[config.mk]
export PLATFORM = sky130hd
export DESIGN_NAME = acad_decode
export DESIGN_NICKNAME = d
export VERILOG_FILES = /design/src/hdl/acad_pkg.sv /design/src/hdl/acad_decode.sv
export SDC_FILE = /design/constraint.sdc
export NUM_CORES = 1
export LEC_CHECK = 0
export BUFFER_PORTS_ARGS = -buffer_cell sky130_fd_sc_hd__buf_2
export CAP_MARGIN = 10
export CELL_PAD_IN_SITES_DETAIL_PLACEMENT = 1
export CELL_PAD_IN_SITES_GLOBAL_PLACEMENT = 2
export CORE_AREA = 2 2 283 285
export DETAILED_ROUTE_END_ITERATION = 8
export DIE_AREA = 0 0 285 287
export GPL_TIMING_DRIVEN = 0
export PLACE_DENSITY = 0.73
export SYNTH_ARGS = -nofsm -noshare
export SYNTH_HDL_FRONTEND = slang
export SYNTH_SLANG_ARGS = --single-unit
[constraint.sdc]
create_clock -name vclk -period 7.8
set_input_delay 1.95 -clock vclk [all_inputs]
set_output_delay 1.95 -clock vclk [all_outputs]
set_load 0.005 [all_outputs]
[src/hdl/acad_pkg.sv]
`timescale 1ns / 1ps

package acad_pkg;

  localparam int ADDR_W      = 64;
  localparam int LEN_W       = 32;
  localparam int STRB_W      = 4;
  localparam int RESP_W      = 3;
  localparam int TIDX_W      = 2;
  localparam int COUNT_OUT_W = 32;
  localparam int CFG_IDX_W   = 3;
  localparam int CFG_DATA_W  = 64;

  // every access moves one 32-bit word
  localparam logic [LEN_W-1:0] MMIO_BYTES = 32'd4;
  localparam int               ALIGN_BITS = 2;

  localparam logic [ADDR_W-1:0] WIN_RESET_SIZE = 64'h0000_0000_0001_0000;

  typedef enum logic [1:0] {
    CMD_BUS    = 2'd0,
    CMD_REPORT = 2'd1,
    CMD_DEBUG  = 2'd2,
    CMD_CLEAR  = 2'd3
  } cmd_e;

  typedef enum logic [1:0] {
    OP_READ  = 2'd0,
    OP_WRITE = 2'd1
  } bus_op_e;

  typedef enum logic [RESP_W-1:0] {
    RESP_OK         = 3'd0,
    RESP_CMD_ERR    = 3'd1,
    RESP_BURST_ERR  = 3'd2,
    RESP_ADDR_ERR   = 3'd3,
    RESP_DEBUG_MISS = 3'd4
  } resp_e;

  // register index = {window, kind}
  typedef enum logic {
    CFG_BASE = 1'b0,
    CFG_SIZE = 1'b1
  } cfg_kind_e;

  typedef struct packed {
    logic [1:0]        command;
    logic              initiator;
    logic [1:0]        bus_op;
    logic [ADDR_W-1:0] address;
    logic [LEN_W-1:0]  access_length;
    logic [LEN_W-1:0]  streaming_width;
    logic              strobes_given;
    logic [STRB_W-1:0] strobes;
    logic              target_ok;
  } req_t;

  typedef struct packed {
    logic [RESP_W-1:0]      response;
    logic                   forward;
    logic [TIDX_W-1:0]      win_idx;
    logic [COUNT_OUT_W-1:0] request_count;
    logic [COUNT_OUT_W-1:0] forwarded_count;
    logic [COUNT_OUT_W-1:0] protocol_error_count;
    logic [COUNT_OUT_W-1:0] decode_error_count;
    logic [COUNT_OUT_W-1:0] target_error_count;
  } rsp_t;

  // registered item with its end address (address + length) precomputed
  typedef struct packed {
    req_t            req;
    logic [ADDR_W:0] addr_end;
  } item_t;

  // one window: first byte and one past the last byte
  typedef struct packed {
    logic [ADDR_W-1:0] base;
    logic [ADDR_W:0]   limit;
  } win_t;

  typedef struct packed {
    resp_e             response;
    logic              forward;
    logic [TIDX_W-1:0] win_idx;
    logic              initiator;
    logic              init_ok;
    logic              count_request;
    logic              count_forward;
    logic              count_protocol;
    logic              count_decode;
    logic              count_target;
    logic              clear;
  } dec_t;

  typedef struct packed {
    logic [COUNT_OUT_W-1:0] request_count;
    logic [COUNT_OUT_W-1:0] forwarded_count;
    logic [COUNT_OUT_W-1:0] protocol_error_count;
    logic [COUNT_OUT_W-1:0] decode_error_count;
    logic [COUNT_OUT_W-1:0] target_error_count;
  } counts_t;

endpackage

[src/hdl/acad_decode.sv]
`timescale 1ns / 1ps

module acad_decode #(
  parameter int NUM_WINDOWS    = 4,
  parameter int NUM_INITIATORS = 2
) (
  input  acad_pkg::item_t item_i,
  input  acad_pkg::win_t  win_i [NUM_WINDOWS],
  output acad_pkg::dec_t  dec_o
);

  logic [NUM_WINDOWS-1:0]          match;
  logic                            hit;
  logic [acad_pkg::TIDX_W-1:0]     hit_idx;
  logic                            op_bad;
  logic                            burst_bad;
  logic                            init_ok;
  logic [acad_pkg::ADDR_W:0]       addr_ext;
  acad_pkg::req_t                  req;

  assign req      = item_i.req;
  assign addr_ext = {1'b0, req.address};
  assign init_ok  = int'(req.initiator) < NUM_INITIATORS;

  // window holds the whole access; a zero length still needs its start inside
  always_comb begin
    for (int w = 0; w < NUM_WINDOWS; w++) begin
      match[w] = (req.address >= win_i[w].base)
              && (item_i.addr_end <= win_i[w].limit)
              && ((req.access_length != '0) || (addr_ext < win_i[w].limit));
    end
  end

  // lowest matching window wins
  always_comb begin
    hit     = 1'b0;
    hit_idx = '0;
    for (int w = NUM_WINDOWS - 1; w >= 0; w--) begin
      if (match[w]) begin
        hit     = 1'b1;
        hit_idx = acad_pkg::TIDX_W'(w);
      end
    end
  end

  assign op_bad = (req.bus_op != acad_pkg::OP_READ) && (req.bus_op != acad_pkg::OP_WRITE);

  assign burst_bad = (req.access_length != acad_pkg::MMIO_BYTES)
                  || (req.address[acad_pkg::ALIGN_BITS-1:0] != '0)
                  || ((req.streaming_width != '0)
                      && (req.streaming_width < req.access_length))
                  || (req.strobes_given && (req.strobes != '1));

  always_comb begin
    dec_o                = '0;
    dec_o.response       = acad_pkg::RESP_OK;
    dec_o.initiator      = req.initiator;
    dec_o.init_ok        = init_ok;
    unique case (acad_pkg::cmd_e'(req.command))
      acad_pkg::CMD_BUS: begin
        dec_o.count_request = init_ok;
        if (op_bad) begin
          dec_o.response       = acad_pkg::RESP_CMD_ERR;
          dec_o.count_protocol = 1'b1;
        end else if (burst_bad) begin
          dec_o.response       = acad_pkg::RESP_BURST_ERR;
          dec_o.count_protocol = 1'b1;
        end else if (!hit) begin
          dec_o.response     = acad_pkg::RESP_ADDR_ERR;
          dec_o.count_decode = 1'b1;
        end else begin
          dec_o.forward       = 1'b1;
          dec_o.win_idx       = hit_idx;
          dec_o.count_forward = 1'b1;
        end
      end
      acad_pkg::CMD_REPORT: begin
        dec_o.count_target = !req.target_ok;
      end
      acad_pkg::CMD_DEBUG: begin
        if (hit) begin
          dec_o.forward = 1'b1;
          dec_o.win_idx = hit_idx;
        end else begin
          dec_o.response = acad_pkg::RESP_DEBUG_MISS;
        end
      end
      acad_pkg::CMD_CLEAR: begin
        dec_o.clear = 1'b1;
      end
    endcase
  end

endmodule

Yosys cells after proc, flatten, opt, wreduce, memory -nomap -nowiden
Cells that the tools add are included.
Storage, ports and cells
  register bits after elaboration: 0
  bits of input ports: 720
  output and inout bits: 14
  word-level logic and storage cells: 70
Operators by class
  order comparisons: 13
  eq/ne operators: 6
  multiplexer cells: 27
  reductions and logical operators: 24
Operators with widths (number)
  <= comparator 65 bit: 4
  less-than comparator 64 x 65 -> 1 bit: 4
  greater-or-equal comparator 64 bit: 4
  nonzero test 32 bit: 2
  less-than comparator 32 bit: 1
  inequality test 32 x 3 -> 1 bit, second input constant: 1
  2-to-1 mux 1 bit: 14
  2-to-1 mux 2 bit: 7
  2-to-1 mux 3 bit: 4
  case mux 6 bit (2 select lines): 1
  logical AND 1 bit: 11
  logical OR 1 bit: 7
  == test 2 bit, second input constant: 2
  2-to-1 mux 4 bit: 1
  inequality test 4 bit, second input constant: 1
  nonzero test 2 bit: 2
  == test 2 x 1 -> 1 bit, second input constant: 1
  zero test 2 bit: 1
  inequality test 2 x 1 -> 1 bit, second input constant: 1
  zero test 1 bit: 1

Logic depth before layout (Yosys ltp)
  depth in word-level cells: 11
  mapped depth: 11

Worst setup path before layout
No wires, ideal clock.
  path kind: input -> output
  from: input port win_i[163] (netlist bit)
  to: output port dec_o[4] (netlist bit)
  data arrival time: 4.305 ns
  path slack: 1.545 ns
  cell stages on the path: 11
  path buffers: 0
  cell sequence: inv_1 -> ha_1 -> a21o_1 -> nand3_1 -> a21oi_1 -> o311a_1 -> a2111oi_0 -> a21oi_1 -> or4b_4 -> and4_4 -> nor4_4
RTL lines
  from (decl): line acad_decode.sv:8  | input acad_pkg::win_t win_i [NUM_WINDOWS],
  to (decl): line acad_decode.sv:9  | output acad_pkg::dec_t dec_o

==> flow_summary.json <==
{
  "status": "finished, final reports clean",
  "start_util_pct": 24.9,
  "antenna_found_initial": 50,
  "synth_top_area_share_pct": 51.1,
  "synthTopCellsByCount": "ha_1 (799), inv_1 (559), a21oi_1 (276)",
  "period_minus_slack_ns": 7.70,
  "layout_setup_ws_ns": 0.101,
  "fmax_ghz": 0.130,
  "yosysMostFrequentCell": "ha_1",
  "finalHoldViolCount": 0,
  "grt_pass1_wl_um": 150000,
  "dr_total_vias": 22360,
  "min_path_cells": 2,
  "syn_inst": 2648,
  "drc": 0,
  "dieArea_um2": 81800,
  "globalRouteTotalUtil_pct": 24.6,
  "drv_slew": 0,
  "cts_hold_buf": 0,
  "post-route-period-util_pct": 98.7,
  "routedWlPerCell_um": 23.4,
  "peakVddDrop_uv": 24.6,
  "nets": 4903,
  "dr.first_iter.drc_count": 722,
  "rows": 103,
  "drive_gt1_share_pct": 22.5,
  "seq_area_um2": 0,
  "startpoint": "item_i[172]",
  "worst_ep_arrival_time_ns": 5.75,
  "end_kind": "output port",
  "maxCapViolCount": 0,
  "grt-ovfl-total": 0,
  "viasPerCell": 5.01,
  "pre_cts_ws_ns": -1.20,
  "die_h_um": 287,
  "die_x_um": 285,
  "wirelength_um": 105000,
  "synth_area_leaders": "ha_1 (51%), inv_1 (11%), a21oi_1 (7.1%)",
  "max-slew-margin-rel_pct": 19.6,
  "n_clock_buffer": 0,
  "crit_path_end": "dec_o[4]",
  "cp.required_ns": 5.85,
  "hpwlAfterDp_um": 95800,
  "rsz0062_at_grt": "true",
  "post_cts_buffers": 0,
  "synth_warnings": 0,
  "power_leakage_uw": 0.0147,
  "crit_fanout": 8,
  "place_congestion": 0.929,
  "stdcell_area_um2": 24700,
  "seq_cells": 0,
  "port_buffers": 731,
  "startpoint_type": "input port",
  "nFillCells": 10041,
  "crit_type": "input port to output port",
  "grt_pass1_vias": 23472,
  "min_path_type": "input port to output port",
  "yosys.cell_types.count": 68,
  "power_density_nw_per_um2": 53.1,
  "syn_avg_cell_area_um2": 7.39,
  "ioPinCount": 734,
  "worstMarginPinSlew_ns": 1.20,
  "multi_input_area_um2": 17500,
  "syn2layout_area_growth_pct": 26.4,
  "grt_max_degree": 10,
  "place_area_um2": 24600,
  "synth-seq-area-share_pct": 0,
  "yosysTopAreaCell": "ha_1",
  "core_area_um2": 78600,
  "setup_viol": 0,
  "synth_area_um2": 19600,
  "drtPass1Iterations": 5,
  "ant_nets": 0,
  "p_total_uw": 1310,
  "synthesis.nets": 4167
}
==> repair_timing <==
action,CTS,global route
resized for setup,15,4
pin swaps,1,1
setup endpoints to repair,8,5
==> logic make-up (layout without fill, tap and decap cells) <==
family,after synthesis,in the layout,synth area share (%)
compound gates,675,675,21.3
simple gates,611,611,16.8
other cells,1,31,0.0192
buf+inv,562,1296,10.8
fa+ha+maj,799,799,51.1
==> layout make-up <==
cell class         count  share of cell area (%)
diodes                30                   0.304
inverters            560                    8.50
multi-input cells   2086                    71.0
repair buffers       734                    14.9
well taps           1050                    5.31
plain buffers          2                  0.0607
==> per-layer routing <==
metal  part of all wire [%]  track usage [%]
met4                    1.4             3.66
met2                     48             44.3
met1                     46             32.2
met5                   0.18                0
met3                    3.7             2.44
==> how the worst min path moves through the flow <==
stage / endpoint / slack [ns] / from
2_1_floorplan: dec_o[1] / 3.93 / item_i[65]
3_3_place_gp: dec_o[7] / 4.07 / item_i[201]
3_5_place_dp: dec_o[7] / 4.07 / item_i[201]
4_1_cts: dec_o[7] / 4.07 / item_i[201]
5_1_grt: dec_o[7] / 4.07 / item_i[201]
6_report: dec_o[7] / 4.07 / item_i[201]
==> cells in the final DEF, fill, tap and decap left out, types with 25 or more instances in the layout <==
| master | instances |
|---|---|
| ha_1 | 799 |
| buf_2 | 732 |
| inv_1 | 559 |
| a21oi_1 | 275 |
| nand2_1 | 162 |
| nand4_1 | 137 |
| o21ai_0 | 114 |
| a21o_1 | 106 |
| nor2_1 | 85 |
| nand3_1 | 65 |
| a211oi_1 | 39 |
| nor4_1 | 31 |
| diode_2 | 30 |
| nor3_1 | 29 |
| and4_1 | 25 |
==> power breakdown <==
| group | leakage [µW] | switching (µW) | internal (µW) |
|---|---|---|---|
| Sequential | 0 | 0 | 0 |
| Combinational | 0.0147 | 764 | 549 |
| Clock | 0.000000190 | 0 | 0.000416 |
| Total | 0.0147 | 764 | 549 |
==> through the flow <==
stage | TNS [ns] | hold slack (ns) | std cells | util [%]
2_1_floorplan | 0 | 3.93 | 2648 | -
3_3_place_gp | -8.65 | 4.07 | 4429 | 31.2
3_5_place_dp | -7.84 | 4.07 | 4432 | 31.2
4_1_cts | -0.0587 | 4.07 | 4432 | 31.3
5_1_grt | -0.0503 | 4.07 | 4451 | 31.4
6_report | 0 | 4.07 | 4462 | 31.5
==> worst max-delay path, cell delays in order <==
cell and delay [ns]:
buf_2 0.23, ha_1 0.36, nand4_1 0.11, or2_1 0.30, or4_1 0.68, a211oi_2 0.43, nor3_1 0.20, o41ai_4 0.41
nand4b_1 0.33, and4_4 0.28, nor4_4 0.27, buf_2 0.18
(Power assumes the default switching activity.)
