[config.mk]
export PLATFORM = sky130hd
export DESIGN_NAME = acad_counters
export DESIGN_NICKNAME = d
export VERILOG_FILES = /design/src/hdl/acad_pkg.sv /design/src/hdl/acad_counters.sv
export SDC_FILE = /design/constraint.sdc
export NUM_CORES = 1
export LEC_CHECK = 0
export ABC_AREA = 1
export BUFFER_PORTS_ARGS = -buffer_cell sky130_fd_sc_hd__buf_2
export CORE_ASPECT_RATIO = 1.25
export CORE_UTILIZATION = 55
export CTS_BUF_LIST = sky130_fd_sc_hd__clkbuf_4 sky130_fd_sc_hd__clkbuf_8
export DETAILED_ROUTE_END_ITERATION = 7
export GPL_TIMING_DRIVEN = 0
export PLACE_DENSITY_LB_ADDON = 0.05
export SYNTH_ARGS = -nofsm -noshare
export SYNTH_HDL_FRONTEND = slang
export SYNTH_SLANG_ARGS = --single-unit
[constraint.sdc]
create_clock -name clk_i -period 3.7 [get_ports clk_i]
set_input_delay 0.74 -clock clk_i [delete_from_list [all_inputs] [get_ports clk_i]]
set_output_delay 0.74 -clock clk_i [all_outputs]
set_load 0.005 [all_outputs]
[src/hdl/acad_pkg.sv]
`timescale 1ns / 1ps

package acad_pkg;

  localparam int ADDR_W      = 64;
  localparam int LEN_W       = 32;
  localparam int STRB_W      = 4;
  localparam int RESP_W      = 3;
  localparam int TIDX_W      = 2;
  localparam int COUNT_OUT_W = 32;
  localparam int CFG_IDX_W   = 3;
  localparam int CFG_DATA_W  = 64;

  // every access moves one 32-bit word
  localparam logic [LEN_W-1:0] MMIO_BYTES = 32'd4;
  localparam int               ALIGN_BITS = 2;

  localparam logic [ADDR_W-1:0] WIN_RESET_SIZE = 64'h0000_0000_0001_0000;

  typedef enum logic [1:0] {
    CMD_BUS    = 2'd0,
    CMD_REPORT = 2'd1,
    CMD_DEBUG  = 2'd2,
    CMD_CLEAR  = 2'd3
  } cmd_e;

  typedef enum logic [1:0] {
    OP_READ  = 2'd0,
    OP_WRITE = 2'd1
  } bus_op_e;

  typedef enum logic [RESP_W-1:0] {
    RESP_OK         = 3'd0,
    RESP_CMD_ERR    = 3'd1,
    RESP_BURST_ERR  = 3'd2,
    RESP_ADDR_ERR   = 3'd3,
    RESP_DEBUG_MISS = 3'd4
  } resp_e;

  // register index = {window, kind}
  typedef enum logic {
    CFG_BASE = 1'b0,
    CFG_SIZE = 1'b1
  } cfg_kind_e;

  typedef struct packed {
    logic [1:0]        command;
    logic              initiator;
    logic [1:0]        bus_op;
    logic [ADDR_W-1:0] address;
    logic [LEN_W-1:0]  access_length;
    logic [LEN_W-1:0]  streaming_width;
    logic              strobes_given;
    logic [STRB_W-1:0] strobes;
    logic              target_ok;
  } req_t;

  typedef struct packed {
    logic [RESP_W-1:0]      response;
    logic                   forward;
    logic [TIDX_W-1:0]      win_idx;
    logic [COUNT_OUT_W-1:0] request_count;
    logic [COUNT_OUT_W-1:0] forwarded_count;
    logic [COUNT_OUT_W-1:0] protocol_error_count;
    logic [COUNT_OUT_W-1:0] decode_error_count;
    logic [COUNT_OUT_W-1:0] target_error_count;
  } rsp_t;

  // registered item with its end address (address + length) precomputed
  typedef struct packed {
    req_t            req;
    logic [ADDR_W:0] addr_end;
  } item_t;

  // one window: first byte and one past the last byte
  typedef struct packed {
    logic [ADDR_W-1:0] base;
    logic [ADDR_W:0]   limit;
  } win_t;

  typedef struct packed {
    resp_e             response;
    logic              forward;
    logic [TIDX_W-1:0] win_idx;
    logic              initiator;
    logic              init_ok;
    logic              count_request;
    logic              count_forward;
    logic              count_protocol;
    logic              count_decode;
    logic              count_target;
    logic              clear;
  } dec_t;

  typedef struct packed {
    logic [COUNT_OUT_W-1:0] request_count;
    logic [COUNT_OUT_W-1:0] forwarded_count;
    logic [COUNT_OUT_W-1:0] protocol_error_count;
    logic [COUNT_OUT_W-1:0] decode_error_count;
    logic [COUNT_OUT_W-1:0] target_error_count;
  } counts_t;

endpackage

[src/hdl/acad_counters.sv]
`timescale 1ns / 1ps

module acad_counters #(
  parameter int NUM_WINDOWS    = 4,
  parameter int NUM_INITIATORS = 2,
  parameter int COUNTER_BITS   = 32
) (
  input  logic              clk_i,
  input  logic              rst_ni,
  input  logic              upd_i,
  input  acad_pkg::dec_t    dec_i,
  output acad_pkg::counts_t counts_o
);

  typedef logic [COUNTER_BITS-1:0] cnt_t;

  cnt_t req_cnt_q [NUM_INITIATORS];
  cnt_t req_cnt_d [NUM_INITIATORS];
  cnt_t fwd_cnt_q [NUM_WINDOWS];
  cnt_t fwd_cnt_d [NUM_WINDOWS];
  cnt_t perr_q, perr_d;
  cnt_t derr_q, derr_d;
  cnt_t terr_q, terr_d;

  // saturating increment
  function automatic cnt_t bump(input cnt_t c);
    return (c == '1) ? c : c + 1'b1;
  endfunction

  function automatic logic [acad_pkg::COUNT_OUT_W-1:0] to_out(input cnt_t c);
    logic [63:0] wide;
    wide = 64'(c);
    return wide[acad_pkg::COUNT_OUT_W-1:0];
  endfunction

  always_comb begin
    for (int i = 0; i < NUM_INITIATORS; i++) begin
      if (dec_i.clear) begin
        req_cnt_d[i] = '0;
      end else if (dec_i.count_request && int'(dec_i.initiator) == i) begin
        req_cnt_d[i] = bump(req_cnt_q[i]);
      end else begin
        req_cnt_d[i] = req_cnt_q[i];
      end
    end
    for (int w = 0; w < NUM_WINDOWS; w++) begin
      if (dec_i.clear) begin
        fwd_cnt_d[w] = '0;
      end else if (dec_i.count_forward && dec_i.win_idx == acad_pkg::TIDX_W'(w)) begin
        fwd_cnt_d[w] = bump(fwd_cnt_q[w]);
      end else begin
        fwd_cnt_d[w] = fwd_cnt_q[w];
      end
    end
    perr_d = dec_i.clear ? '0 : (dec_i.count_protocol ? bump(perr_q) : perr_q);
    derr_d = dec_i.clear ? '0 : (dec_i.count_decode ? bump(derr_q) : derr_q);
    terr_d = dec_i.clear ? '0 : (dec_i.count_target ? bump(terr_q) : terr_q);
  end

  always_ff @(posedge clk_i or negedge rst_ni) begin
    if (!rst_ni) begin
      req_cnt_q <= '{default: '0};
      fwd_cnt_q <= '{default: '0};
      perr_q    <= '0;
      derr_q    <= '0;
      terr_q    <= '0;
    end else if (upd_i) begin
      req_cnt_q <= req_cnt_d;
      fwd_cnt_q <= fwd_cnt_d;
      perr_q    <= perr_d;
      derr_q    <= derr_d;
      terr_q    <= terr_d;
    end
  end

  // values after this transaction's update
  always_comb begin
    counts_o = '0;
    for (int i = 0; i < NUM_INITIATORS; i++) begin
      if (dec_i.init_ok && int'(dec_i.initiator) == i) begin
        counts_o.request_count = to_out(req_cnt_d[i]);
      end
    end
    for (int w = 0; w < NUM_WINDOWS; w++) begin
      if (dec_i.forward && dec_i.win_idx == acad_pkg::TIDX_W'(w)) begin
        counts_o.forwarded_count = to_out(fwd_cnt_d[w]);
      end
    end
    counts_o.protocol_error_count = to_out(perr_d);
    counts_o.decode_error_count   = to_out(derr_d);
    counts_o.target_error_count   = to_out(terr_d);
  end

endmodule

* Word-level counts from Yosys, hierarchy flattened *
Index checks and enable logic that the tools add are counted.

storage, ports and cells
  register bits = 288
  bits of input ports = 17
  logic and storage cells = 77

cells by class
  add/sub/neg operators = 9
  equal/unequal tests = 12
  muxes and demuxes = 33
  bitwise gates (word level) = 1
  reductions and logical operators = 13

operators with widths
  operator                 count
  $mux W32                 33
  $add A32 B1 Y32 const B  9
  $eq A32 B32 Y1 const B   9
  $logic_and A1 B1 Y1      12
  $eq A2 B2 Y1 const B     2
  $eq A2 B1 Y1 const B     1
  $logic_not A2 Y1         1
  $not A1 Y1               1

* Depth between registers and ports, before layout *
  depth in word-level cells = 8
  mapped depth = 13
  mapped depth without buffers = 13

* Least setup slack after synthesis *
Ideal clock, no wire load.

  path kind = input to output
  start point = in dec_i[0] in the netlist's numbering
  end point = out counts_o[104] in the netlist's numbering
  data arrival time = 1.798 ns
  required time = 2.960 ns
  path slack = 1.162 ns
  stages on the path = 6
  buffers on the path = 3
  path through = clkbuf_1 > inv_2 > clkbuf_1 > clkbuf_1 > o2111ai_1 > nand4_1

RTL lines
  element      line                 RTL
  from (decl)  acad_counters.sv:11  input acad_pkg::dec_t dec_i,
  to (decl)    acad_counters.sv:12  output acad_pkg::counts_t counts_o

==> flow_summary_export.csv <==
group,metric,value,unit
cts,cts_buffer_depth,3,
routing,num_vias,30500,
critical_path,path_buf_inv,5,
routing,post-route-drc-count,0,
critical_path,crit_path_max_incr_delay,0.54,ns
synth,ys_ff_latch,288,
synth,synth-compound-area-share,8.74,%
cts,numCtsBuffers,53,
synth,synthesis.nets,4045,
grt,grt_overflow_total,0,
routing,dr.pass1.iters,7,
timing,finalMaxSlewViolations,0,
grt,met3_usage,8.99,%
cts,root_buffer,"clkbuf_8",
synth,async_flop_share,100,%
layout,nets,4296,
job,maxCapViolCount,0,
grt,grt_pass1_wl,165000,um
synth,synth_ff_type,"dfrtp_1",
critical_path,cp_top_family,"buffers and inverters",
routing,ant_nets,0,
layout,fin_util,63.4,%
pwr,powerDensity,318,mW/mm^2
floorplan,die_area,0.0471,mm^2
timing,hold_viol_final,0,
synth,synth.avg_cell_area,6.32,um^2
floorplan,core_area,0.0454,mm^2
timing,fmax,0.264,GHz
grt,grt_pass1_vias,28600,
grt,grt_use_total,45.3,%
synth,synth-xor-area-share,6.00,%
timing,slew_headroom,19.7,%
grt,antenna_found_initial,2,
synth,synth_cell_types,36,
cts,cts_tree,"built",
layout,drive_gt1_share,13.6,%
grt,grt_max_degree,85,
synth,synth_area_leaders,"dfrtp_1 28%, nand2_1 18%, nand4_1 9.4%",
floorplan,die_w,194,um
routing,drtIter0Drc,3550,
cts,htree_levels,2,
place,gp_congestion,1.07,
timing,fin_ws,-0.0899,ns
synth,synth_simple_gate_area_share,47.4,%
critical_path,arrival,3.05,ns
timing,period_needed,3.79,ns
synth,yosysWarnings,0,
routing,detail_route.vias_per_cell,6.24,
critical_path,required,2.96,ns
critical_path,crit_slowest_cell,"clkbuf_2",
synth,syn_inst,4019,
grt,busiest_layer,"met2",
routing,drt_wl_total,108000,um
critical_path,crit_fanout,10,
critical_path,cp_cell_sequence,"clkbuf_2 > inv_2 > clkbuf_2 > clkbuf_2 > nand4_1 > nand4_1 > buf_2",
synth,synth_common_cells,"1228 x nand2_1, 431 x nor2_1, 381 x nand4_1, 378 x nand3_1, 309 x inv_1",
synth,synth_top_family_by_area,"simple AND/OR/NAND/NOR gates",
floorplan,start_util,56.0,%
synth,synth_top_cell_by_area,"dfrtp_1",
grt,gr-usage-met2,70.8,%
synth,syn_area,0.0254,mm^2
place,io_buffers,170,
routing,avgRoutedWirePerCell,22.2,um
critical_path,path_class,"primary input to primary output",
floorplan,dieHeight,242,um
critical_path,end_kind,"primary output",
timing,fin_crit_sh,102,%
timing,tightest_slew,1.20,ns
synth,synth_top_area_share,28.4,%
grt,met1_usage,55.8,%
floorplan,io_pins,177,
critical_path,path_common_cell,"clkbuf_2",
pwr,power.leakage,0.0125,uW
cts,clock_sinks,288,
synth,synth_fa_ha_area_share,0.443,%
synth,yosysMostFrequentCell,"nand2_1",
layout,area_growth,13.2,%
timing,clock_skew,0.0168,ns
place,dp_hpwl,81300,um
status,status,"complete, but fails checks",
critical_path,cp-start-kind,"primary input",
floorplan,rows,87,
min_path,holdCritPathClass,"flip-flop to flip-flop",
synth,synth_edf_count,0,
cts,clkTransAtPathRegs,0.07,ns
cts,clk_latency,0.68,ns
synth,synthMuxAreaShare,0,%
timing,rsz0062_at_grt,"yes",
status,violations,"negative setup slack",
pwr,vdd_drop_max,0.000290,V
synth,ys_seq_area_share,28.4,%
timing,fin_setup_tns,-0.234,ns
timing,setup_violations,4,
registers in the layout, indices dropped and copies added, names as in the netlist:
| register | cells |
|---|---|
| fwd_cnt_q | 128 |
| req_cnt_q | 64 |
| derr_q | 32 |
| perr_q | 32 |
| terr_q | 32 |
layer usage:
metal,vias to the layer above,part of all wire [%]
met2,1851,44
met1,14100,38
met3,463,10
li1,14100,-
met5,-,0.039
met4,4,8.2
report_power, final:
part	internal (uW)	switching, uW
sequential	3370	317
combinational	543	1260
clock	2070	1590
placed cells by master (no fill, tap or decap), types with 25 or more instances in the layout:
cell type     n
inv_1       307
o21ai_0     195
dfrtp_1     275
clkbuf_8     68
buf_2       219
nand3_1     376
o21ai_1      25
nor2_1      424
nand4_1     381
buf_4        26
nand2_1    1221
nor2_2       39
o2111ai_1   111
clkbuf_1    107
or2_2        25
xor2_1      145
buf_1        29
xnor2_1      29
nor3_1       70
what timing repair did:
action | in CTS | in global routing
gates resized for setup | 35 | 72
setup buffers | 3 | 19
hold buffers | 1 | 0
hold endpoints to repair | 41 | 0
pin swaps | 6 | 14
endpoints found under the setup margin | 43 | 85
area by class of cell:
| cell class | count | area (um^2) |
|---|---|---|
| Buffer | 230 | 1100 |
| Inverter | 328 | 1230 |
| Clock inverter | 17 | 213 |
| Fill cell | 4518 | 16600 |
| Tap cell | 578 | 723 |
| Sequential cell | 288 | 7220 |
| Clock buffer | 76 | 996 |
| Antenna cell | 2 | 5.00 |
| Multi-Input combinational cell | 3173 | 16200 |
| Timing Repair Buffer | 196 | 1130 |
worst min-delay path: cells and delay by family, from the launching register on:
family        cells  cell delay (ns)
flops             1             0.37
simple gates      2             0.12
path summary, 6_finish.rpt:
check / from / cells after the start / slack (ns) / end
setup / recovery: dec_i[0] / 7 / -0.09 / counts_o[109]
hold / removal: terr_q[26] / 2 / 0.52 / terr_q[26]
setup reg to reg: derr_q[0] / 11 / 1.50 / derr_q[5]
hold reg to reg: terr_q[26] / 2 / 0.52 / terr_q[26]
max in group asynchronous: rst_ni / 4 / 1.91 / fwd_cnt_q[32]
min in group asynchronous: rst_ni / 2 / 0.60 / req_cnt_q[43]
metrics by stage:
stage | cell area [um^2] | hold WS (ns) | total power, uW | std cells | setup WS [ns]
6_report | 28800 | 0.521 | 9150 | 4888 | -0.0899
5_1_grt | 28800 | 0.544 | 9460 | 4887 | -0.0790
4_1_cts | 28400 | 0.520 | 9060 | 4867 | 0.000231
3_5_place_dp | 27100 | 0.503 | 5430 | 4770 | -0.758
3_3_place_gp | 27000 | 0.499 | 5400 | 4767 | -3.90
2_1_floorplan | 25400 | 0.444 | 4740 | 4019 | 1.16
cells by family (layout without fill, tap and decap cells):
group                      after synthesis  in the layout
AOI/OAI and AO/OA                      350            350
xor gates and xnor gates               174            174
adders and majority gates                9              9
buffers and inverters                  558            847
DFF                                    288            288
other                                    0              2
and+or+nand+nor                       2640           2640
Note: power is estimated with default switching activity, not from simulation.
