[src/hdl/acad_pkg.sv]
`timescale 1ns / 1ps

package acad_pkg;

  localparam int ADDR_W      = 64;
  localparam int LEN_W       = 32;
  localparam int STRB_W      = 4;
  localparam int RESP_W      = 3;
  localparam int TIDX_W      = 2;
  localparam int COUNT_OUT_W = 32;
  localparam int CFG_IDX_W   = 3;
  localparam int CFG_DATA_W  = 64;

  // every access moves one 32-bit word
  localparam logic [LEN_W-1:0] MMIO_BYTES = 32'd4;
  localparam int               ALIGN_BITS = 2;

  localparam logic [ADDR_W-1:0] WIN_RESET_SIZE = 64'h0000_0000_0001_0000;

  typedef enum logic [1:0] {
    CMD_BUS    = 2'd0,
    CMD_REPORT = 2'd1,
    CMD_DEBUG  = 2'd2,
    CMD_CLEAR  = 2'd3
  } cmd_e;

  typedef enum logic [1:0] {
    OP_READ  = 2'd0,
    OP_WRITE = 2'd1
  } bus_op_e;

  typedef enum logic [RESP_W-1:0] {
    RESP_OK         = 3'd0,
    RESP_CMD_ERR    = 3'd1,
    RESP_BURST_ERR  = 3'd2,
    RESP_ADDR_ERR   = 3'd3,
    RESP_DEBUG_MISS = 3'd4
  } resp_e;

  // register index = {window, kind}
  typedef enum logic {
    CFG_BASE = 1'b0,
    CFG_SIZE = 1'b1
  } cfg_kind_e;

  typedef struct packed {
    logic [1:0]        command;
    logic              initiator;
    logic [1:0]        bus_op;
    logic [ADDR_W-1:0] address;
    logic [LEN_W-1:0]  access_length;
    logic [LEN_W-1:0]  streaming_width;
    logic              strobes_given;
    logic [STRB_W-1:0] strobes;
    logic              target_ok;
  } req_t;

  typedef struct packed {
    logic [RESP_W-1:0]      response;
    logic                   forward;
    logic [TIDX_W-1:0]      win_idx;
    logic [COUNT_OUT_W-1:0] request_count;
    logic [COUNT_OUT_W-1:0] forwarded_count;
    logic [COUNT_OUT_W-1:0] protocol_error_count;
    logic [COUNT_OUT_W-1:0] decode_error_count;
    logic [COUNT_OUT_W-1:0] target_error_count;
  } rsp_t;

  // registered item with its end address (address + length) precomputed
  typedef struct packed {
    req_t            req;
    logic [ADDR_W:0] addr_end;
  } item_t;

  // one window: first byte and one past the last byte
  typedef struct packed {
    logic [ADDR_W-1:0] base;
    logic [ADDR_W:0]   limit;
  } win_t;

  typedef struct packed {
    resp_e             response;
    logic              forward;
    logic [TIDX_W-1:0] win_idx;
    logic              initiator;
    logic              init_ok;
    logic              count_request;
    logic              count_forward;
    logic              count_protocol;
    logic              count_decode;
    logic              count_target;
    logic              clear;
  } dec_t;

  typedef struct packed {
    logic [COUNT_OUT_W-1:0] request_count;
    logic [COUNT_OUT_W-1:0] forwarded_count;
    logic [COUNT_OUT_W-1:0] protocol_error_count;
    logic [COUNT_OUT_W-1:0] decode_error_count;
    logic [COUNT_OUT_W-1:0] target_error_count;
  } counts_t;

endpackage

[src/hdl/acad_window_map.sv]
`timescale 1ns / 1ps

module acad_window_map #(
  parameter int NUM_WINDOWS = 4
) (
  input  logic                                clk_i,
  input  logic                                rst_ni,
  input  logic                                cfg_we_i,
  input  logic [acad_pkg::CFG_IDX_W-1:0]      cfg_idx_i,
  input  logic [acad_pkg::CFG_DATA_W-1:0]     cfg_wdata_i,
  output acad_pkg::win_t                      win_o [NUM_WINDOWS]
);

  for (genvar w = 0; w < NUM_WINDOWS; w++) begin : g_win
    localparam logic [acad_pkg::ADDR_W-1:0] RST_BASE =
      acad_pkg::ADDR_W'(w) * acad_pkg::WIN_RESET_SIZE;

    logic [acad_pkg::ADDR_W-1:0] base_q, base_d;
    logic [acad_pkg::ADDR_W-1:0] size_q, size_d;
    logic [acad_pkg::ADDR_W:0]   limit_q, limit_d;
    logic                        sel;

    assign sel = cfg_we_i && (cfg_idx_i[acad_pkg::CFG_IDX_W-1:1] == 2'(w));

    always_comb begin
      base_d  = base_q;
      size_d  = size_q;
      limit_d = limit_q;
      if (sel && cfg_idx_i[0] == acad_pkg::CFG_SIZE) begin
        size_d  = cfg_wdata_i;
        limit_d = {1'b0, base_q} + {1'b0, cfg_wdata_i};
      end else if (sel) begin
        base_d  = cfg_wdata_i;
        limit_d = {1'b0, cfg_wdata_i} + {1'b0, size_q};
      end
    end

    always_ff @(posedge clk_i or negedge rst_ni) begin
      if (!rst_ni) begin
        base_q  <= RST_BASE;
        size_q  <= acad_pkg::WIN_RESET_SIZE;
        limit_q <= {1'b0, RST_BASE} + {1'b0, acad_pkg::WIN_RESET_SIZE};
      end else begin
        base_q  <= base_d;
        size_q  <= size_d;
        limit_q <= limit_d;
      end
    end

    assign win_o[w].base  = base_q;
    assign win_o[w].limit = limit_q;
  end

endmodule

[config.mk]
export PLATFORM = sky130hd
export DESIGN_NAME = acad_window_map
export DESIGN_NICKNAME = d
export VERILOG_FILES = /design/src/hdl/acad_pkg.sv /design/src/hdl/acad_window_map.sv
export SDC_FILE = /design/constraint.sdc
export NUM_CORES = 2
export LEC_CHECK = 0
export BUFFER_PORTS_ARGS = -buffer_cell sky130_fd_sc_hd__buf_2
export CORE_MARGIN = 3
export CORE_UTILIZATION = 47
export DETAILED_ROUTE_END_ITERATION = 12
export PLACE_DENSITY = 0.78
export SYNTH_ARGS = -nofsm -noshare
export SYNTH_HDL_FRONTEND = slang
export SYNTH_SLANG_ARGS = --single-unit
[constraint.sdc]
create_clock -name clk_i -period 4 [get_ports clk_i]
set_input_delay 0.2 -clock clk_i [delete_from_list [all_inputs] [get_ports clk_i]]
set_output_delay 0.2 -clock clk_i [all_outputs]
set_load 0.005 [all_outputs]
Word level (Yosys, flattened, before mapping)

Index checks and enable logic that the tools add are counted.

Logic and storage cells: 52
Bits in writable memories: 0
Memories: 0
Bits in registers: 772
Latch bits: 0
Output and inout bits: 516
ROM bits: 0
Bits of input ports: 70

Mux-type cells: 8
Shift-type cells: 0
Multiply operators: 0
Bitwise operators: 4
Equality and inequality tests: 3
Reductions and logical operators: 17
Add/sub/neg operators: 8
$lt $le $gt $ge: 0
Divide/modulo/power cells: 0

Operators with widths:

| operator                                      | number |
|---|---|
| adder 64 x 64 -> 65 bit                       | 8 |
| 2-to-1 mux 65 bit                             | 8 |
| logical AND 1 bit                             | 8 |
| AND reduction 2 bit                           | 4 |
| nonzero test 2 bit                            | 4 |
| == test 2 bit, second input constant          | 2 |
| NOT 1 bit                                     | 4 |
| == test 2 x 1 -> 1 bit, second input constant | 1 |
| logical NOT 2 bit                             | 1 |

Depth between registers and ports, before layout

Word-level depth: 5
Depth in mapped cells: 21
Depth with buffers taken out: 18

Worst setup path before layout

OpenSTA, ideal clock, no wires.

Kind: input-to-reg
From: input cfg_idx_i[2] (netlist name)
To: register g_win[0].limit_q[60] (netlist name)
Path slack: -0.652 ns
Stages on the path: 21
Setup time: 0.069 ns
Buffers on the path: 4
Data arrival time: 4.583 ns
Required time: 3.931 ns
Cell sequence: or3b_2 -> clkbuf_1 -> clkbuf_1 -> nor2_1 -> clkbuf_1 -> buf_1 -> nand2_1 -> nand2_1 -> ha_1 -> inv_1 -> fa_1 -> nor2b_1 -> o31a_1 -> o41a_1 -> o21ai_1 -> a2111o_1 -> nand2_1 -> a32o_1 -> a31oi_1 -> or4_1 -> nand3_1

Cells in the longest elaborated chain, start to end: 4
Elaborated cells on any way between the ends: 5
Those cells by class: mux: 1; reduce/logical: 4

RTL lines:

| element                                                        | line                  | text |
|---|---|---|
| from (decl)                                                    | acad_window_map.sv:9  | `input logic [acad_pkg::CFG_IDX_W-1:0] cfg_idx_i,` |
| logical NOT 2 bit (*)                                          | acad_window_map.sv:23 | `assign sel = cfg_we_i && (cfg_idx_i[acad_pkg::CFG_IDX_W-1:1] == 2'(w));` |
| logical AND 1 bit (*)                                          | acad_window_map.sv:23 |  |
| logical AND 1 bit                                              | acad_window_map.sv:29 | `if (sel && cfg_idx_i[0] == acad_pkg::CFG_SIZE) begin` |
| 2-to-1 mux 65 bit / nonzero test 2 bit (equally long branches) | --                    |  |
| to (signal assigned)                                           | acad_window_map.sv:42 | `limit_q <= {1'b0, RST_BASE} + {1'b0, acad_pkg::WIN_RESET_SIZE};` |
| to (signal assigned)                                           | acad_window_map.sv:46 | `limit_q <= limit_d;` |
| to (decl)                                                      | acad_window_map.sv:20 | `logic [acad_pkg::ADDR_W:0] limit_q, limit_d;` |

Mark *: on every way between the ends. The rest lies on a longest branch, timed or not.
A chain may end at the register's enable or synchronous reset.

Worst setup path in the final report

From: input cfg_idx_i[1] (netlist name)
To: register g_win[0].limit_q[53] (netlist name)

The elaborated chain is that of the path after synthesis.

==> run summary <==
==================================================================================================
Run status                                                                            complete, no violations
Number of search-and-repair iterations in the first detailed-routing pass                        5
Hold Crit Class                                                                             in2reg
Worst Hold Path EP                                                                    g_win[0].size_q[0]
Share of cells above drive strength 1                                                        26.0%
Die span in y                                                                          317 microns
Ys flop type                                                                          sky130_fd_sc_hd__dfrtp_1
Maximum number of pins on one net before global-route repair                                   130
First-pass GRT wire length                                                                  265 mm
Synthesis-stage register bit count                                                             772
Total vias in the final route                                                               43,800
Maximum root-to-sink buffer count                                                                3
Period utilization                                                                           94.7%
Via count of the first global-routing pass                                                  41,900
Final-layout fill cell count                                                                 8,400
Number of nets in the final layout                                                           6,626
Placed standard-cell area                                                             53,700 sq um
Die Span X                                                                             317 microns
Remaining antenna violation count                                                                0
Number of sinks driven by the clock tree                                                       772
Number of hold violations in the final report                                                    0
Critical path capture point type                                                         flip-flop
CP max stage delay                                                                         0.59 ns
WL final                                                                                    181 mm
Endpoint of the lowest-slack register-to-register path                                g_win[2].limit_q[58]
Fraction of power consumed by combinational cells                                            39.7%
Count of yosys warnings during synthesis                                                         0
Count of pins over their slew limit                                                              0
Most frequent cells in the layout                                                     1,749 x sky130_fd_sc_hd__nand2_1, 759 x sky130_fd_sc_hd__dfrtp_1, 584 x sky130_fd_sc_hd__buf_2, 537 x sky130_fd_sc_hd__buf_4, 368 x sky130_fd_sc_hd__o21ai_0
Total die area                                                                        101,000 sq um
Internal Power                                                                           20,300 uW
Beginning of the worst register-to-register path                                      g_win[2].base_q[0]
Gate family responsible for the most delay along the worst path                       compound AO/OA/AOI/OAI gates
Ordered list of cells on the worst path                                               buf_2, dlygate4sd3_1, nor3b_2, nand2_2, buf_4, buf_12, buf_12, nand2_1, nand2_1, ha_1, a21oi_1, o311ai_0, a221oi_1, o21ai_2, a211oi_2, o21ai_1, a221oi_2, xor2_1, o21ai_1
Starting density of the core                                                                 47.6%
Antenna violations before repair                                                                14
Element type at the critical path start                                                  input pin
CTS root buffer                                                                       sky130_fd_sc_hd__clkbuf_16
Total half-perimeter wirelength after legalization and detailed placement                   140 mm
Leading cell type in the layout, fill and taps excluded                               sky130_fd_sc_hd__nand2_1
Netlist Area Pre-Place                                                                45,500 sq um
Crit-path max FO                                                                                23
Part of the Yosys area used for sequential elements                                          42.5%
Minimum clock period after layout                                                          3.79 ns
Post-layout total power                                                                  32,700 uW
Cell Pwr Density                                                                       572 nW/um^2
Violation count after the first detailed-routing iteration                                   4,289
Mean routed wirelength per cell                                                       23.8 microns
Transition time at the pin with the least slew margin                                      1.17 ns
Aggregate global routing overflow                                                                0
Switching share of power                                                                     37.8%
Final setup skew                                                                         0.0289 ns
Clock latency reported for the late side of the worst-skew pair                            0.68 ns
Port Buffers                                                                                   585
Max-Slew Margin vs Limit                                                                     22.2%
Final std cell area, no fill                                                          57,200 sq um
P&R area growth vs syn                                                                       25.5%
Register share of total power                                                                34.6%
H-tree lvl count                                                                                 3
I/O pin count                                                                                  586
Worst Path Class, Setup                                                                     in2reg
WP buf/inv                                                                                       5
Reg2Reg Setup Slack                                                                        0.29 ns
Placement Rows                                                                                 113
GRT Util Overall                                                                             35.2%
Required time of the critical path                                                         4.53 ns
Static leakage                                                                           0.0293 uW
Hold depth                                                                                       5
Peak clock frequency supported by timing                                                 0.264 GHz
Post-Synthesis Net Count                                                                     5,609
CTS tree                                                                                      done
Finish-stage setup viols                                                                         0
Syn_area_per_cell                                                                       8.66 sq um
Placeable Area                                                                        95,600 sq um
Worst EP arrival                                                                           4.32 ns
Count of cell types in the netlist                                                              94
Worst Reg-to-Reg Cells                                                                          16
GP Congestion                                                                                 1.01
Count of flip-flops with a built-in enable after synthesis                                       0
Inserted Clock Buffers                                                                          87
Launch instance of the worst min-delay path                                           cfg_idx_i[1]
CP max-delay cell                                                                     sky130_fd_sc_hd__dlygate4sd3_1
Fraction of synthesis flops using an asynchronous set or reset pin                            100%
Part of the total power dissipated in the clock network                                      25.7%
Detail-routed via count per cell                                                              5.76
Number of design rule violations left after detail routing                                       0
Worst vdd ir                                                                            0.000343 V
Gate count after technology mapping                                                          5,255
Switching power of the nets                                                              12,300 uW
Clock transition time at the flip-flop clock pins of the worst setup and hold paths        0.06 ns
Max-cap violations                                                                               0
==================================================================================================
==> power groups by stage <==
stage	clock [uW]	combinational (uW)	sequential, uW
floorplan	0	6610	11100
global placement	0	12600	11300
detailed placement	0	12700	11400
CTS	8490	12900	11300
global route	8780	14200	11500
finish	8390	13000	11300
==> flip-flops by register name, indices dropped and copies added, names as in the netlist <==
name and cells:
g_win.limit_q 260, g_win.size_q 256, g_win.base_q 256
==> kinds of logic (layout without fill, tap and decap cells) <==
logic type	Yosys count	count (layout)	synth area share [%]
simple gates	2249	2249	20.3
compound gates	1138	1138	15.9
flops	772	772	42.5
buf+inv	333	1418	2.80
fa+ha+maj	284	284	7.87
mux	260	260	6.43
xor+xnor	219	219	4.21
other cells	0	4	0
==> worst reg2reg max path, cell delays in order (launching register included) <==
cell                        delay, ns
sky130_fd_sc_hd__dfrtp_1         0.55
sky130_fd_sc_hd__nand2_1         0.09
sky130_fd_sc_hd__nand2_1         0.08
sky130_fd_sc_hd__ha_1            0.19
sky130_fd_sc_hd__inv_1           0.07
sky130_fd_sc_hd__fa_1            0.41
sky130_fd_sc_hd__nor2b_1         0.16
sky130_fd_sc_hd__o211a_1         0.20
sky130_fd_sc_hd__o22ai_1         0.11
sky130_fd_sc_hd__o31a_1          0.35
sky130_fd_sc_hd__o2111ai_1       0.34
sky130_fd_sc_hd__a21o_1          0.21
sky130_fd_sc_hd__a21oi_1         0.14
sky130_fd_sc_hd__buf_4           0.17
sky130_fd_sc_hd__o21bai_1        0.21
sky130_fd_sc_hd__xnor2_1         0.17
sky130_fd_sc_hd__o21ai_0         0.10
==> cell usage after synthesis (8+ instances only) <==
library cell | instances | share of area, %
sky130_fd_sc_hd__nand2_1 | 1754 | 14
sky130_fd_sc_hd__dfrtp_1 | 759 | 42
sky130_fd_sc_hd__o21ai_0 | 368 | 4.0
sky130_fd_sc_hd__a21oi_1 | 282 | 3.1
sky130_fd_sc_hd__ha_1 | 280 | 7.7
sky130_fd_sc_hd__mux2_2 | 258 | 6.4
sky130_fd_sc_hd__clkbuf_1 | 229 | 1.9
sky130_fd_sc_hd__a21o_1 | 152 | 2.5
sky130_fd_sc_hd__nor2_1 | 144 | 1.2
sky130_fd_sc_hd__xnor2_1 | 125 | 2.4
sky130_fd_sc_hd__xor2_1 | 94 | 1.8
sky130_fd_sc_hd__nand4_1 | 81 | 1.1
sky130_fd_sc_hd__nand3_1 | 70 | 0.77
sky130_fd_sc_hd__inv_1 | 66 | 0.54
sky130_fd_sc_hd__o21bai_1 | 49 | 0.81
sky130_fd_sc_hd__nor3_1 | 46 | 0.51
sky130_fd_sc_hd__o21a_1 | 30 | 0.49
sky130_fd_sc_hd__a31oi_1 | 26 | 0.36
sky130_fd_sc_hd__and3_1 | 24 | 0.33
sky130_fd_sc_hd__nor2b_1 | 23 | 0.32
sky130_fd_sc_hd__o31ai_1 | 23 | 0.38
sky130_fd_sc_hd__nand2b_1 | 21 | 0.29
sky130_fd_sc_hd__a211oi_1 | 19 | 0.31
sky130_fd_sc_hd__and2_1 | 18 | 0.25
sky130_fd_sc_hd__buf_1 | 17 | 0.14
sky130_fd_sc_hd__o211ai_1 | 17 | 0.28
sky130_fd_sc_hd__o21ai_1 | 16 | 0.18
sky130_fd_sc_hd__buf_2 | 15 | 0.16
sky130_fd_sc_hd__dfstp_2 | 13 | 0.75
sky130_fd_sc_hd__o2111ai_1 | 11 | 0.21
sky130_fd_sc_hd__or2_2 | 11 | 0.15
sky130_fd_sc_hd__nor4_1 | 9 | 0.12
sky130_fd_sc_hd__a21boi_0 | 8 | 0.13
sky130_fd_sc_hd__o221ai_1 | 8 | 0.15
sky130_fd_sc_hd__or4_1 | 8 | 0.13
==> final cells by class <==
class	instances	area (sq um)	area share [%]
flip-flops and latches	772	19300	33.8
repair buffers	1194	7970	13.9
multi-input cells	4150	25000	43.8
clock inverters	38	485	0.849
clock buffers	119	2480	4.33
inverters	67	251	0.440
well taps	1265	1580	2.77
diodes	4	10.0	0.0175
==> repair_timing <==
item	CTS	global route
resized for setup	0	3
endpoints found under the hold margin	192	0
setup buffers	0	0
setup endpoints to repair	0	14
hold buffers	44	0
==> per-stage QoR <==
stage	TNS [ns]	worst slack (ns)	util [%]	cells	hold slack [ns]
2_1_floorplan	-0.144	-0.0473	-	5255	-0.0956
3_3_place_gp	-0.539	-0.140	56.2	7404	0.368
3_5_place_dp	-1.73	-0.115	56.2	7404	0.384
4_1_cts	0	0.178	59.8	7605	0.00632
5_1_grt	-0.0458	-0.0277	59.8	7605	0.0276
6_report	0	0.212	59.8	7609	0.0505
==> worst max path at each step <==
| stage | start | to | cells past startpoint |
|---|---|---|---|
| after floorplan | cfg_idx_i[0] | g_win[3].limit_q[52] | 19 |
| after global placement | cfg_idx_i[2] | g_win[1].limit_q[37] | 21 |
| after detailed placement | cfg_we_i | g_win[3].limit_q[41] | 21 |
| after CTS | cfg_idx_i[1] | g_win[0].limit_q[53] | 19 |
| after global routing | cfg_idx_i[1] | g_win[0].limit_q[53] | 19 |
| final | cfg_idx_i[1] | g_win[0].limit_q[53] | 19 |
==> routing by layer <==
metal	vias up	GRT usage [%]	part of all wire, %
met4	4	14.8	4.9
met3	418	8.19	9.8
li1	20200	-	-
met2	1915	54.7	44
met1	21300	47.2	41
met5	-	0	0.014
(Power assumes the default switching activity.)
